File: config.mk
export PLATFORM = sky130hd
export DESIGN_NAME = apr_ctrl
export DESIGN_NICKNAME = d
export VERILOG_FILES = /design/src/rtl/apr_pkg.sv /design/src/rtl/apr_ctrl.sv
export SDC_FILE = /design/constraint.sdc
export NUM_CORES = 1
export LEC_CHECK = 0
export BUFFER_PORTS_ARGS = -buffer_cell sky130_fd_sc_hd__buf_2
export CAP_MARGIN = 20
export CORE_ASPECT_RATIO = 1.5
export CORE_MARGIN = 1.5
export CORE_UTILIZATION = 35
export DETAILED_ROUTE_END_ITERATION = 8
export PLACE_DENSITY = 0.58
export SETUP_SLACK_MARGIN = 0.05
export SLEW_MARGIN = 15
export SYNTH_ARGS = -nofsm -noshare
export SYNTH_HDL_FRONTEND = slang
export SYNTH_SLANG_ARGS = --single-unit
export TNS_END_PERCENT = 5
File: constraint.sdc
create_clock -name clk -period 2.02 [get_ports clk]
set_input_delay 0.303 -clock clk [delete_from_list [all_inputs] [get_ports clk]]
set_output_delay 0.303 -clock clk [all_outputs]
set_load 0.005 [all_outputs]
File: src/rtl/apr_pkg.sv
package apr_pkg;

    // Item kinds carried on the input tuser.
    typedef enum logic [1:0] {
        OP_STORE   = 2'd0,
        OP_REMOVE  = 2'd1,
        OP_RESOLVE = 2'd2
    } op_t;

    // Multiplier operand A sources.
    typedef enum logic [2:0] {
        SA_AX, SA_AY, SA_AZ, SA_AW, SA_VX, SA_VY, SA_VZ
    } srca_t;

    // Multiplier operand B sources.
    typedef enum logic [4:0] {
        SB_BX, SB_BY, SB_BZ, SB_BW,
        SB_AX, SB_AY, SB_AZ, SB_AW,
        SB_M00, SB_M01, SB_M02, SB_M10, SB_M11, SB_M12, SB_M20, SB_M21, SB_M22
    } srcb_t;

    // Result registers written at the end of an accumulation group.
    typedef enum logic [3:0] {
        D_QX, D_QY, D_QZ, D_QW,
        D_M00, D_M01, D_M02, D_M10, D_M11, D_M12, D_M20, D_M21, D_M22,
        D_PX, D_PY, D_PZ
    } dest_t;

    // One multiply-accumulate micro-operation.
    typedef struct packed {
        srca_t a;
        srcb_t b;
        logic  neg;
        logic  dbl;
        logic  first;
        logic  last;
        dest_t dst;
    } uop_t;

    localparam int NUM_UOPS = 49;
    localparam int STEP_END = NUM_UOPS + 1;

    typedef logic [5:0] step_t;

    // Micro-program: quaternion product, rotation matrix, rotated offset.
    localparam uop_t UCODE [NUM_UOPS] = '{
        '{SA_AW, SB_BX, 1'b0, 1'b0, 1'b1, 1'b0, D_QX},
        '{SA_AX, SB_BW, 1'b0, 1'b0, 1'b0, 1'b0, D_QX},
        '{SA_AY, SB_BZ, 1'b0, 1'b0, 1'b0, 1'b0, D_QX},
        '{SA_AZ, SB_BY, 1'b1, 1'b0, 1'b0, 1'b1, D_QX},
        '{SA_AW, SB_BY, 1'b0, 1'b0, 1'b1, 1'b0, D_QY},
        '{SA_AX, SB_BZ, 1'b1, 1'b0, 1'b0, 1'b0, D_QY},
        '{SA_AY, SB_BW, 1'b0, 1'b0, 1'b0, 1'b0, D_QY},
        '{SA_AZ, SB_BX, 1'b0, 1'b0, 1'b0, 1'b1, D_QY},
        '{SA_AW, SB_BZ, 1'b0, 1'b0, 1'b1, 1'b0, D_QZ},
        '{SA_AX, SB_BY, 1'b0, 1'b0, 1'b0, 1'b0, D_QZ},
        '{SA_AY, SB_BX, 1'b1, 1'b0, 1'b0, 1'b0, D_QZ},
        '{SA_AZ, SB_BW, 1'b0, 1'b0, 1'b0, 1'b1, D_QZ},
        '{SA_AW, SB_BW, 1'b0, 1'b0, 1'b1, 1'b0, D_QW},
        '{SA_AX, SB_BX, 1'b1, 1'b0, 1'b0, 1'b0, D_QW},
        '{SA_AY, SB_BY, 1'b1, 1'b0, 1'b0, 1'b0, D_QW},
        '{SA_AZ, SB_BZ, 1'b1, 1'b0, 1'b0, 1'b1, D_QW},
        '{SA_AX, SB_AX, 1'b0, 1'b0, 1'b1, 1'b0, D_M00},
        '{SA_AW, SB_AW, 1'b0, 1'b0, 1'b0, 1'b0, D_M00},
        '{SA_AY, SB_AY, 1'b1, 1'b0, 1'b0, 1'b0, D_M00},
        '{SA_AZ, SB_AZ, 1'b1, 1'b0, 1'b0, 1'b1, D_M00},
        '{SA_AX, SB_AY, 1'b0, 1'b1, 1'b1, 1'b0, D_M01},
        '{SA_AW, SB_AZ, 1'b1, 1'b1, 1'b0, 1'b1, D_M01},
        '{SA_AX, SB_AZ, 1'b0, 1'b1, 1'b1, 1'b0, D_M02},
        '{SA_AW, SB_AY, 1'b0, 1'b1, 1'b0, 1'b1, D_M02},
        '{SA_AW, SB_AZ, 1'b0, 1'b1, 1'b1, 1'b0, D_M10},
        '{SA_AX, SB_AY, 1'b0, 1'b1, 1'b0, 1'b1, D_M10},
        '{SA_AW, SB_AW, 1'b0, 1'b0, 1'b1, 1'b0, D_M11},
        '{SA_AX, SB_AX, 1'b1, 1'b0, 1'b0, 1'b0, D_M11},
        '{SA_AY, SB_AY, 1'b0, 1'b0, 1'b0, 1'b0, D_M11},
        '{SA_AZ, SB_AZ, 1'b1, 1'b0, 1'b0, 1'b1, D_M11},
        '{SA_AY, SB_AZ, 1'b0, 1'b1, 1'b1, 1'b0, D_M12},
        '{SA_AW, SB_AX, 1'b1, 1'b1, 1'b0, 1'b1, D_M12},
        '{SA_AX, SB_AZ, 1'b0, 1'b1, 1'b1, 1'b0, D_M20},
        '{SA_AW, SB_AY, 1'b1, 1'b1, 1'b0, 1'b1, D_M20},
        '{SA_AW, SB_AX, 1'b0, 1'b1, 1'b1, 1'b0, D_M21},
        '{SA_AY, SB_AZ, 1'b0, 1'b1, 1'b0, 1'b1, D_M21},
        '{SA_AW, SB_AW, 1'b0, 1'b0, 1'b1, 1'b0, D_M22},
        '{SA_AX, SB_AX, 1'b1, 1'b0, 1'b0, 1'b0, D_M22},
        '{SA_AY, SB_AY, 1'b1, 1'b0, 1'b0, 1'b0, D_M22},
        '{SA_AZ, SB_AZ, 1'b0, 1'b0, 1'b0, 1'b1, D_M22},
        '{SA_VX, SB_M00, 1'b0, 1'b0, 1'b1, 1'b0, D_PX},
        '{SA_VY, SB_M01, 1'b0, 1'b0, 1'b0, 1'b0, D_PX},
        '{SA_VZ, SB_M02, 1'b0, 1'b0, 1'b0, 1'b1, D_PX},
        '{SA_VX, SB_M10, 1'b0, 1'b0, 1'b1, 1'b0, D_PY},
        '{SA_VY, SB_M11, 1'b0, 1'b0, 1'b0, 1'b0, D_PY},
        '{SA_VZ, SB_M12, 1'b0, 1'b0, 1'b0, 1'b1, D_PY},
        '{SA_VX, SB_M20, 1'b0, 1'b0, 1'b1, 1'b0, D_PZ},
        '{SA_VY, SB_M21, 1'b0, 1'b0, 1'b0, 1'b0, D_PZ},
        '{SA_VZ, SB_M22, 1'b0, 1'b0, 1'b0, 1'b1, D_PZ}
    };

    // Controller to datapath commands.
    typedef struct packed {
        logic  flag_clear;
        logic  flag_we;
        logic  flag_val;
        logic  pose_we;
        logic  pose_from_result;
        logic  rd_en;
        logic  miss_we;
        logic  miss_val;
        logic  step_valid;
        step_t step;
        logic  load_out;
    } cmd_t;

    // Datapath to controller status.
    typedef struct packed {
        op_t  op;
        logic c_ok;
        logic p_ok;
        logic parent_present;
        logic clr_last;
        logic out_busy;
    } sts_t;

endpackage

File: src/rtl/apr_ctrl.sv
module apr_ctrl
    import apr_pkg::*;
(
    input  logic clk,
    input  logic rst_n,
    input  logic s_tvalid,
    output logic s_tready,
    input  sts_t sts,
    output cmd_t cmd
);

    typedef enum logic [7:0] {
        S_CLEAR = 8'b0000_0001,
        S_IDLE  = 8'b0000_0010,
        S_EXEC  = 8'b0000_0100,
        S_CHECK = 8'b0000_1000,
        S_RUN   = 8'b0001_0000,
        S_WB    = 8'b0010_0000,
        S_OUT   = 8'b0100_0000
    } state_t;

    state_t state_reg;
    state_t state_next;
    step_t  step_reg;
    step_t  step_next;

    assign s_tready = (state_reg == S_IDLE);

    // Next state and command decode.
    always_comb
    begin
        state_next = state_reg;
        step_next  = step_reg;
        cmd        = '0;
        cmd.step   = step_reg;
        case (state_reg)
            S_CLEAR:
            begin
                cmd.flag_clear = 1'b1;
                if (sts.clr_last)
                begin
                    state_next = S_IDLE;
                end
            end
            S_IDLE:
            begin
                if (s_tvalid)
                begin
                    state_next = S_EXEC;
                end
            end
            S_EXEC:
            begin
                state_next = S_IDLE;
                case (sts.op)
                    OP_STORE:
                    begin
                        cmd.pose_we  = sts.c_ok;
                        cmd.flag_we  = sts.c_ok;
                        cmd.flag_val = 1'b1;
                    end
                    OP_REMOVE:
                    begin
                        cmd.flag_we = sts.c_ok;
                    end
                    OP_RESOLVE:
                    begin
                        cmd.rd_en  = 1'b1;
                        state_next = S_CHECK;
                    end
                    default:
                    begin
                        state_next = S_IDLE;
                    end
                endcase
            end
            S_CHECK:
            begin
                cmd.miss_we = 1'b1;
                if (!sts.p_ok || !sts.parent_present)
                begin
                    cmd.flag_we  = sts.c_ok;
                    cmd.miss_val = 1'b1;
                    state_next   = S_OUT;
                end
                else
                begin
                    step_next  = '0;
                    state_next = S_RUN;
                end
            end
            S_RUN:
            begin
                cmd.step_valid = (step_reg < step_t'(NUM_UOPS));
                step_next      = step_reg + step_t'(1);
                if (step_reg == step_t'(STEP_END))
                begin
                    state_next = S_WB;
                end
            end
            S_WB:
            begin
                cmd.pose_we          = sts.c_ok;
                cmd.pose_from_result = 1'b1;
                cmd.flag_we          = sts.c_ok;
                cmd.flag_val         = 1'b1;
                state_next           = S_OUT;
            end
            S_OUT:
            begin
                if (!sts.out_busy)
                begin
                    cmd.load_out = 1'b1;
                    state_next   = S_IDLE;
                end
            end
            default:
            begin
                state_next = S_IDLE;
            end
        endcase
    end

    // State registers.
    always_ff @(posedge clk or negedge rst_n)
    begin
        if (!rst_n)
        begin
            state_reg <= S_CLEAR;
            step_reg  <= '0;
        end
        else
        begin
            state_reg <= state_next;
            step_reg  <= step_next;
        end
    end

`ifndef ASSERT_OFF
    assert property (@(posedge clk) disable iff (!rst_n)
        (state_reg == S_RUN) |-> (step_reg <= step_t'(STEP_END)))
        else $error("step counter ran past the end of the program");
    assert property (@(posedge clk) disable iff (!rst_n)
        (state_reg == S_WB) |-> $past(state_reg == S_RUN))
        else $error("write-back reached without running the program");
    assert property (@(posedge clk) disable iff (!rst_n)
        cmd.load_out |-> !sts.out_busy)
        else $error("output register overwritten while a transfer is pending");
`endif

endmodule

==> results of run 1 <==
[Yosys cell counts (3+ instances only)]
library cell,instances
nor2_1,10
nor2b_1,4
and2_1,4
dfrtp_1,12
nor3_1,3
nand3_1,3
o21ai_0,3
ha_1,3
nand2_1,6
nand2b_1,5
nor4b_1,4
xor2_1,3
inv_1,4
[stage by stage]
step                      utilization  total power (W)  instances  worst slack (ps)  hold slack, ps
final                           0.472          0.00110        159              72.9             153
after global routing            0.472          0.00119        159             -64.7             143
after CTS                       0.471          0.00110        159              45.3             151
after detailed placement        0.439         0.000903        151               212             210
after global placement          0.439         0.000895        151               239             213
after floorplan                     -         0.000726        102               255            7.41
[final timing paths]
kind,start,end,slack [ps],cells after the start
worst max register to register,state_reg[4],step_reg[0],220,5
min in group asynchronous,rst_n,step_reg[5],430,2
max in group asynchronous,rst_n,state_reg[0],1300,2
worst min register to register,step_reg[0],step_reg[0],560,1
worst min-delay path,sts[1],state_reg[0],150,2
worst max-delay path,state_reg[6],cmd[10],70,4
[cells by family (layout without fill, tap and decap cells)]
logic type	after synthesis	in the layout	share of synthesized area
and+or+nand+nor	54	54	0.378
AOI/OAI and AO/OA	18	18	0.135
DFF	13	13	0.352
buffers and inverters	9	42	0.0472
xor gates and xnor gates	5	5	0.0472
adders and majority gates	3	3	0.0405
[metal layers]
layer / global-route usage / routed length, um / up-vias
met5: 0 / 0 / -
met4: 0.0846 / 34 / 0
met3: 0.0273 / 94 / 4
met2: 0.295 / 1150 / 27
met1: 0.182 / 936 / 446
li1: - / - / 433
[where the power goes]
group          switching, W  leakage [nW]  internal, W  total, W
clock             0.0000893        0.0150    0.0000766  0.000166
sequential         0.000131         0.146     0.000330  0.000461
combinational      0.000241         0.371     0.000228  0.000469
[layout make-up]
| type | count | area [sq um] |
|---|---|---|
| clock buffer | 4 | 26.3 |
| inverter | 4 | 15.0 |
| fill | 254 | 1310 |
| tap | 24 | 30.0 |
| timing repair buffer | 34 | 193 |
| sequential | 13 | 330 |
| multi-input combinational | 80 | 574 |
[worst reg2reg max path, delay by kind of cell, from the launching register on]
kind                   cells  cell delay, ps
buffers and inverters      1             160
AOI/OAI and AO/OA          1              60
and+or+nand+nor            3            1020
DFF                        1             460
[what timing repair did]
action                                  CTS  global route
endpoints found under the setup margin    5             7
hold endpoints to repair                 12             0
hold buffers                              1             0
pin swaps                                 0             2
buffers inserted                          3             0
gates resized for setup                   5             1
==> impl_metrics.py, run 1 <==
metrics = {
    "cells_and_area": {
        "final_area_sq_mm": 0.00117,
        "syn_to_final_growth_pct": 26.0,
        "num_antenna_cells": 0,
        "nets": 149,
        "largest_reg_flops": 7,
        "final_cell_mix": "buf_2, nor2_1, dfrtp_1",
        "drive_above_1_share": 0.378,
        "final_common_cell": "buf_2",
    },
    "job": {
        "max_cap_viol_count": 0,
    },
    "clock_tree": {
        "clock_path_buffers": 2,
        "clk_latency_ps": 280,
        "cts.sinks": 13,
        "cts_buffers": 3,
        "cts_tree": "yes",
        "clkTransAtPathRegs_ps": 80,
        "ctsRootBufferMaster": "clkbuf_4",
        "cts_max_level": 1,
    },
    "setup_path": {
        "cp-start-kind": "flip-flop",
        "path_cells": "nor4_4 > nand2b_1 > nor4b_1 > buf_2",
        "max_stage_delay_ps": 480,
        "criticalPathCategory": "reg -> out",
        "cp_data_required_time_ps": 1720,
        "critPathBufInv": 1,
        "critical-path-slowest-cell": "dfrtp_2",
        "crit_fanout": 9,
        "setup.worst_path.end_class": "primary output",
        "critPathArrivalTime_ps": 1640,
        "path_delay_family": "simple AND/OR/NAND/NOR gates",
    },
    "drt": {
        "detail-route-antenna-nets": 0,
        "finalWirelength_mm": 2.22,
        "dr_total_vias": 910,
        "viasPerCell": 5.72,
        "drc": 0,
        "drt_iter0_drc": 18,
        "first_pass_iters": 4,
        "wl_per_cell_um": 13.9,
    },
    "die": {
        "die_h_um": 66.0,
        "start_util": 0.374,
        "core-area_sq_mm": 0.00248,
        "die_width_um": 45.0,
        "row_count": 22,
        "dieArea_sq_mm": 0.00297,
        "ios": 27,
    },
    "hold_path": {
        "hold_path_class": "in -> reg",
    },
    "synth": {
        "synth_seq_cells": 13,
        "synth_area_leader_cell": "dfrtp_1",
        "synth_ff_type": "dfrtp_1",
        "syn-num-nets": 115,
        "yosysUniqueCellTypes": 40,
        "synth_area_sq_um": 927,
        "synth_edf_count": 0,
        "syn_area_per_cell_sq_um": 9.09,
        "yosysWarnings": 0,
        "synth_seq_area_share": 0.352,
        "synth_area_leaders": "dfrtp_1, ha_1, nor2_1, nor4b_1, nand2b_1",
        "netlist.area_leader.share": 0.324,
        "synthArstFlopShare": 1.00,
        "synthCells": 102,
    },
    "sta": {
        "max_slew_margin": 0.699,
        "rsz0062_at_grt": "yes",
        "hold_viol_final": 0,
        "fin_skew_ps": 6.39,
        "tightest_slew_ps": 446,
        "final.setup.tns_ps": 0,
        "min_period_ps": 1950,
        "clock.fmax_mhz": 514,
        "finalSetupViolCount": 0,
        "slew_viol_final": 0,
        "fin_crit_sh": 0.964,
    },
    "grt": {
        "grt_pass1_vias": 866,
        "grt_overflow": 0,
        "grt_pass1_wl_mm": 3.67,
        "grt_usage": 0.166,
        "grt_max_degree": 14,
        "antenna_found_initial": 0,
    },
    "pwr": {
        "peakVddDrop_uv": 496,
        "powerDensity_mw_per_mm2": 938,
        "p_leak_nw": 0.532,
    },
    "placed_design": {
        "hpwlAfterDp_mm": 1.67,
        "port_buffers": 26,
        "gp_congestion": 0.847,
        "place_area_sq_mm": 0.00109,
    },
    "status": {
        "status": "finished clean",
    },
}
Power figures use the tool's default switching activity.
==> run 2, diff against run 1 <==
- CORE_ASPECT_RATIO: 1.5 -> 1.4
- clock period: 2.02 -> 2.5 ns (I/O delays scaled with it)
==> run 2 against run 1 <==
Effect of this change: count of clock-buffer cells in the layout is the same; non-clock buffer count fell by 6; combinational power is 26% lower; sequential power down 21%; first-iteration DRC count is 17% higher; largest cell class unchanged.
==> impl_metrics.py, run 2 (synthesis gave the netlist of run 1 again) <==
metrics = {
    "drt": {
        "first_pass_iters": 4,
        "drc": 0,
        "dr_total_vias": 844,
        "detail-route-antenna-nets": 0,
        "drt_iter0_drc": 21,
        "viasPerCell": 5.18,
        "finalWirelength_mm": 2.10,
        "wl_per_cell_um": 12.9,
    },
    "setup_path": {
        "critPathBufInv": 1,
        "cp_data_required_time_ps": 2120,
        "setup.worst_path.end_class": "primary output",
        "critical-path-slowest-cell": "nor3_2",
        "cp.depth": 4,
        "crit_fanout": 10,
        "worstRegToRegCells": 4,
        "path_delay_family": "simple AND/OR/NAND/NOR gates",
        "critPathArrivalTime_ps": 1840,
        "path_cells": "nor3_2 > nand2_1 > a31oi_1 > buf_2",
        "criticalPathCategory": "reg -> out",
        "max_stage_delay_ps": 520,
        "cp-start-kind": "flip-flop",
    },
    "cells_and_area": {
        "largest_reg_flops": 7,
        "final_cell_mix": "buf_2, dfrtp_1, nor2_1",
        "nets": 143,
        "syn_to_final_growth_pct": 20.2,
        "nFillCells": 256,
        "regArea_sq_um": 327,
        "drive_above_1_share": 0.310,
        "num_antenna_cells": 0,
        "final_common_cell": "buf_2",
        "fin_util": 0.456,
        "multi_input_area_sq_um": 557,
    },
    "status": {
        "status": "finished clean",
    },
    "sta": {
        "final.setup.tns_ps": 0,
        "fin_skew_ps": 4.62,
        "timing.final.ws_setup_ps": 290,
        "slew_viol_final": 0,
        "finalSetupViolCount": 0,
        "fin_crit_sh": 0.884,
        "tightest_slew_ps": 577,
        "min_period_ps": 2210,
        "rsz0062_at_grt": "no",
        "max_slew_margin": 0.613,
        "whs_ps": 229,
        "clock.fmax_mhz": 452,
        "hold_viol_final": 0,
    },
    "die": {
        "core-area_sq_mm": 0.00244,
        "start_util": 0.379,
        "ios": 27,
        "dieArea_sq_mm": 0.00297,
        "row_count": 21,
        "die_width_um": 46.5,
        "die_h_um": 63.9,
    },
    "clock_tree": {
        "clk_latency_ps": 270,
        "ctsRootBufferMaster": "clkbuf_4",
        "clkTransAtPathRegs_ps": 80,
        "cts_max_level": 1,
        "ctsResizeCount": 0,
        "cts_tree": "yes",
        "clock_path_buffers": 2,
        "cts_buffers": 3,
        "cts.sinks": 13,
    },
    "pwr": {
        "peakVddDrop_uv": 333,
        "intPower_w": 0.000489,
        "seq_power_share": 0.434,
        "swShare": 0.419,
        "p_leak_nw": 0.504,
        "power.switching_w": 0.000353,
        "clkPwrFrac": 0.154,
        "powerDensity_mw_per_mm2": 756,
        "comb_power_share": 0.412,
    },
    "grt": {
        "grtUsageMet2": 0.283,
        "grt_pass1_wl_mm": 3.69,
        "met3_usage": 0.0198,
        "use_met1": 0.195,
        "antenna_found_initial": 0,
        "grt_max_degree": 14,
        "grt_usage": 0.167,
        "grt_overflow": 0,
        "top_usage_layer": "met2",
        "grt_pass1_vias": 820,
    },
    "placed_design": {
        "port_buffers": 26,
        "gp_congestion": 0.820,
        "dp_slack_ps": 536,
        "hpwlAfterDp_mm": 1.65,
    },
    "hold_path": {
        "hold_depth": 2,
        "hold_path_class": "in -> reg",
    },
    "job": {
        "max_cap_viol_count": 0,
    },
}
[run 2: cell types whose count changed in the layout (fill, tap and decap cells not counted)]
cell      change
dfrtp_2       -3
buf_4         -6
dfrtp_1       +3
nand2b_2      -1
nor4_4        -1
nor4_1        +1
nand2b_1      +1
[run 2: worst paths after layout]
check,from,to,slack (ps)
min in group asynchronous,rst_n,step_reg[5],510
max,state_reg[2],cmd[7],290
max in group asynchronous,rst_n,state_reg[0],1700
max reg2reg,state_reg[4],step_reg[0],640
min reg2reg,step_reg[0],step_reg[0],580
min,sts[1],state_reg[0],230
[run 2: power groups by stage]
stage,sequential (W),combinational [W],clock [W]
after floorplan,0.000337,0.000250,0
after global placement,0.000367,0.000342,0
after detailed placement,0.000373,0.000348,0
after CTS,0.000368,0.000352,0.000138
after global routing,0.000384,0.000405,0.000147
final,0.000366,0.000347,0.000130
[run 2: through the flow]
stage          cells  power [W]  cell area (sq um)
2_1_floorplan    102   0.000587                927
3_3_place_gp     158   0.000709               1080
3_5_place_dp     158   0.000720               1080
4_1_cts          163   0.000858               1110
5_1_grt          163   0.000937               1110
6_report         163   0.000842               1110
[run 2: timing repair]
item,CTS,global route
buffers inserted,0,0
hold buffers,1,0
hold endpoints to repair,12,0
setup endpoints to repair,0,0
[run 2: layout make-up]
type                    count  area share
multi-input cells          80       0.499
flip-flops and latches     13       0.293
repair buffers             28       0.132
well taps                  34      0.0382
clock buffers               4      0.0236
inverters                   4      0.0135
[run 2: layer usage]
| metal | routed length [um] | part of all wire | vias up |
|---|---|---|---|
| li1 | - | - | 425 |
| met1 | 890 | 0.42 | 396 |
| met2 | 1110 | 0.53 | 21 |
| met3 | 80 | 0.038 | 2 |
| met4 | 21 | 0.010 | 0 |
| met5 | 0 | 0 | - |
==> run 3, diff against run 2 <==
- ABC_AREA: default -> 1
- clock period: 2.5 -> 2.6 ns (I/O delays scaled with it)
==> run 3 against run 2 <==
Effect of this change: non-clock buffer count is 1 lower; first-iteration DRC count is 9.5% lower; clock power shrank 6%; highest routed layer unchanged.
==> impl_metrics.py, run 3 <==
metrics = {
    "die": {
        "start_util": 0.365,
        "ios": 27,
        "die_width_um": 45.0,
        "die_h_um": 61.8,
        "core-area_sq_mm": 0.00236,
        "dieArea_sq_mm": 0.00278,
        "row_count": 21,
    },
    "setup_path": {
        "r2r-start": "state_reg[3]",
        "path_cells": "nor2_2 > nand2_4 > nor2_8 > inv_2 > a31oi_1 > buf_2",
        "worstRegToRegCells": 8,
        "max_stage_delay_ps": 420,
        "critPathArrivalTime_ps": 1560,
        "rrSetupSlack_ps": 1250,
        "critPathBufInv": 2,
        "critical-path-slowest-cell": "dfrtp_1",
        "cp_data_required_time_ps": 2210,
        "path_delay_family": "simple AND/OR/NAND/NOR gates",
        "criticalPathCategory": "reg -> out",
        "r2r_end": "state_reg[1]",
        "crit_fanout": 8,
        "setup.worst_path.end_class": "primary output",
        "cp-start-kind": "flip-flop",
    },
    "grt": {
        "grt_usage": 0.158,
        "grt_pass1_wl_mm": 3.26,
        "grt_overflow": 0,
        "grt_pass1_vias": 798,
        "antenna_found_initial": 0,
        "grt_max_degree": 14,
    },
    "sta": {
        "fin_crit_sh": 0.749,
        "rsz0062_at_grt": "no",
        "hold_viol_final": 0,
        "final.setup.tns_ps": 0,
        "finalSetupViolCount": 0,
        "max_slew_margin": 0.802,
        "clock.fmax_mhz": 513,
        "whs_ps": 314,
        "tightest_slew_ps": 296,
        "slew_viol_final": 0,
        "fin_skew_ps": 1.69,
        "min_period_ps": 1950,
    },
    "placed_design": {
        "port_buffers": 26,
        "gp_congestion": 0.809,
        "hpwlAfterDp_mm": 1.51,
        "dp.cells": 168,
        "place_area_sq_mm": 0.00102,
    },
    "cells_and_area": {
        "final_common_cell": "buf_2",
        "syn_to_final_growth_pct": 22.6,
        "final_area_sq_mm": 0.00106,
        "final_cell_mix": "buf_2, nand2_1, inv_1",
        "nets": 164,
        "largest_reg_flops": 7,
        "num_antenna_cells": 0,
        "layoutNonFillerInstCount": 173,
        "drive_above_1_share": 0.293,
    },
    "synth": {
        "synth_most_common_cell": "nand2_1",
        "synth_ff_type": "dfrtp_1",
        "yosysUniqueCellTypes": 22,
        "synth_seq_area_share": 0.378,
        "synth_edf_count": 0,
        "yosys-top-cells-count": "nand2_1, inv_1, nor2_1",
        "synthCells": 119,
        "yosysWarnings": 0,
        "synth_area_leaders": "dfrtp_1, nand2_1, inv_1, nor2_1, nand3_1",
        "netlist.area_leader.share": 0.348,
        "syn-num-nets": 132,
        "syn_area_per_cell_sq_um": 7.25,
        "synth_area_leader_cell": "dfrtp_1",
        "synth_area_sq_um": 863,
        "synth_seq_cells": 13,
        "synthArstFlopShare": 1.00,
    },
    "pwr": {
        "fin_total_pwr_w": 0.000837,
        "powerDensity_mw_per_mm2": 791,
        "intPower_w": 0.000467,
        "swShare": 0.442,
        "comb_power_share": 0.467,
        "clkPwrFrac": 0.146,
        "power.switching_w": 0.000370,
        "p_leak_nw": 0.641,
        "peakVddDrop_uv": 365,
        "seq_power_share": 0.388,
    },
    "drt": {
        "drt_iter0_drc": 19,
        "finalWirelength_mm": 1.81,
        "first_pass_iters": 4,
        "wl_per_cell_um": 10.5,
        "dr_total_vias": 848,
        "detail-route-antenna-nets": 0,
        "viasPerCell": 4.90,
        "drc": 0,
    },
    "status": {
        "status": "finished clean",
    },
    "clock_tree": {
        "ctsRootBufferMaster": "clkbuf_4",
        "clk_latency_ps": 270,
        "cts.sinks": 13,
        "cts_hold_buf": 1,
        "ctsResizeCount": 0,
        "clock_path_buffers": 2,
        "cts_tree": "yes",
        "cts_max_level": 1,
        "clkTransAtPathRegs_ps": 80,
        "cts_setup_buffers": 0,
        "cts_buffers": 3,
    },
    "job": {
        "max_cap_viol_count": 0,
    },
    "hold_path": {
        "min_to": "state_reg[3]",
        "hold_path_class": "in -> reg",
        "hold_path_startpoint": "sts[5]",
        "hold_depth": 2,
    },
}
[run 3: layout make-up]
type / count / area, sq um
timing repair buffer: 27 / 140
sequential: 13 / 327
fill: 252 / 1310
multi-input combinational: 82 / 447
tap: 23 / 28.8
inverter: 24 / 90.1
clock buffer: 4 / 26.3
[run 3: worst reg2reg max path: cells and delay by family, from the launching register on]
family	cells	cell delay (ps)
and+or+nand+nor	8	830
DFF	1	420
[run 3: per-layer routing]
| layer | track usage | vias to the layer above | part of all wire |
|---|---|---|---|
| li1 | - | 438 | - |
| met2 | 0.278 | 32 | 0.52 |
| met3 | 0.0260 | 4 | 0.062 |
| met4 | 0.0840 | 0 | 0.012 |
| met5 | 0 | - | 0 |
| met1 | 0.182 | 374 | 0.41 |
[run 3: power by group through the flow]
stage	combinational [W]	clock [W]	sequential [W]
after detailed placement	0.000395	0	0.000326
final	0.000391	0.000122	0.000325
after global placement	0.000391	0	0.000326
after CTS	0.000396	0.000129	0.000324
after floorplan	0.000276	0	0.000318
after global routing	0.000452	0.000139	0.000335
[run 3: worst max-delay path by stage]
stage / start / endpoint / slack [ps] / depth (start not counted)
floorplan: state_reg[5] / cmd[12] / 1150 / 7
global placement: state_reg[3] / cmd[7] / 970 / 6
detailed placement: state_reg[3] / cmd[7] / 950 / 6
CTS: state_reg[3] / cmd[7] / 630 / 6
global route: state_reg[5] / cmd[12] / 540 / 8
finish: state_reg[3] / cmd[7] / 650 / 6
[run 3: per-stage QoR]
step / worst slack [ps] / utilization
2_1_floorplan: 1150 / -
3_3_place_gp: 967 / 0.432
3_5_place_dp: 948 / 0.432
4_1_cts: 634 / 0.448
5_1_grt: 540 / 0.448
6_report: 652 / 0.448
[run 3: cell families after synthesis]
group                      count (synthesis)  share of synthesized area
and+or+nand+nor                           66                      0.386
buffers and inverters                     24                      0.104
DFF                                       13                      0.378
adders and majority gates                  3                     0.0435
xor gates and xnor gates                   1                     0.0101
AOI/OAI and AO/OA                         12                     0.0783
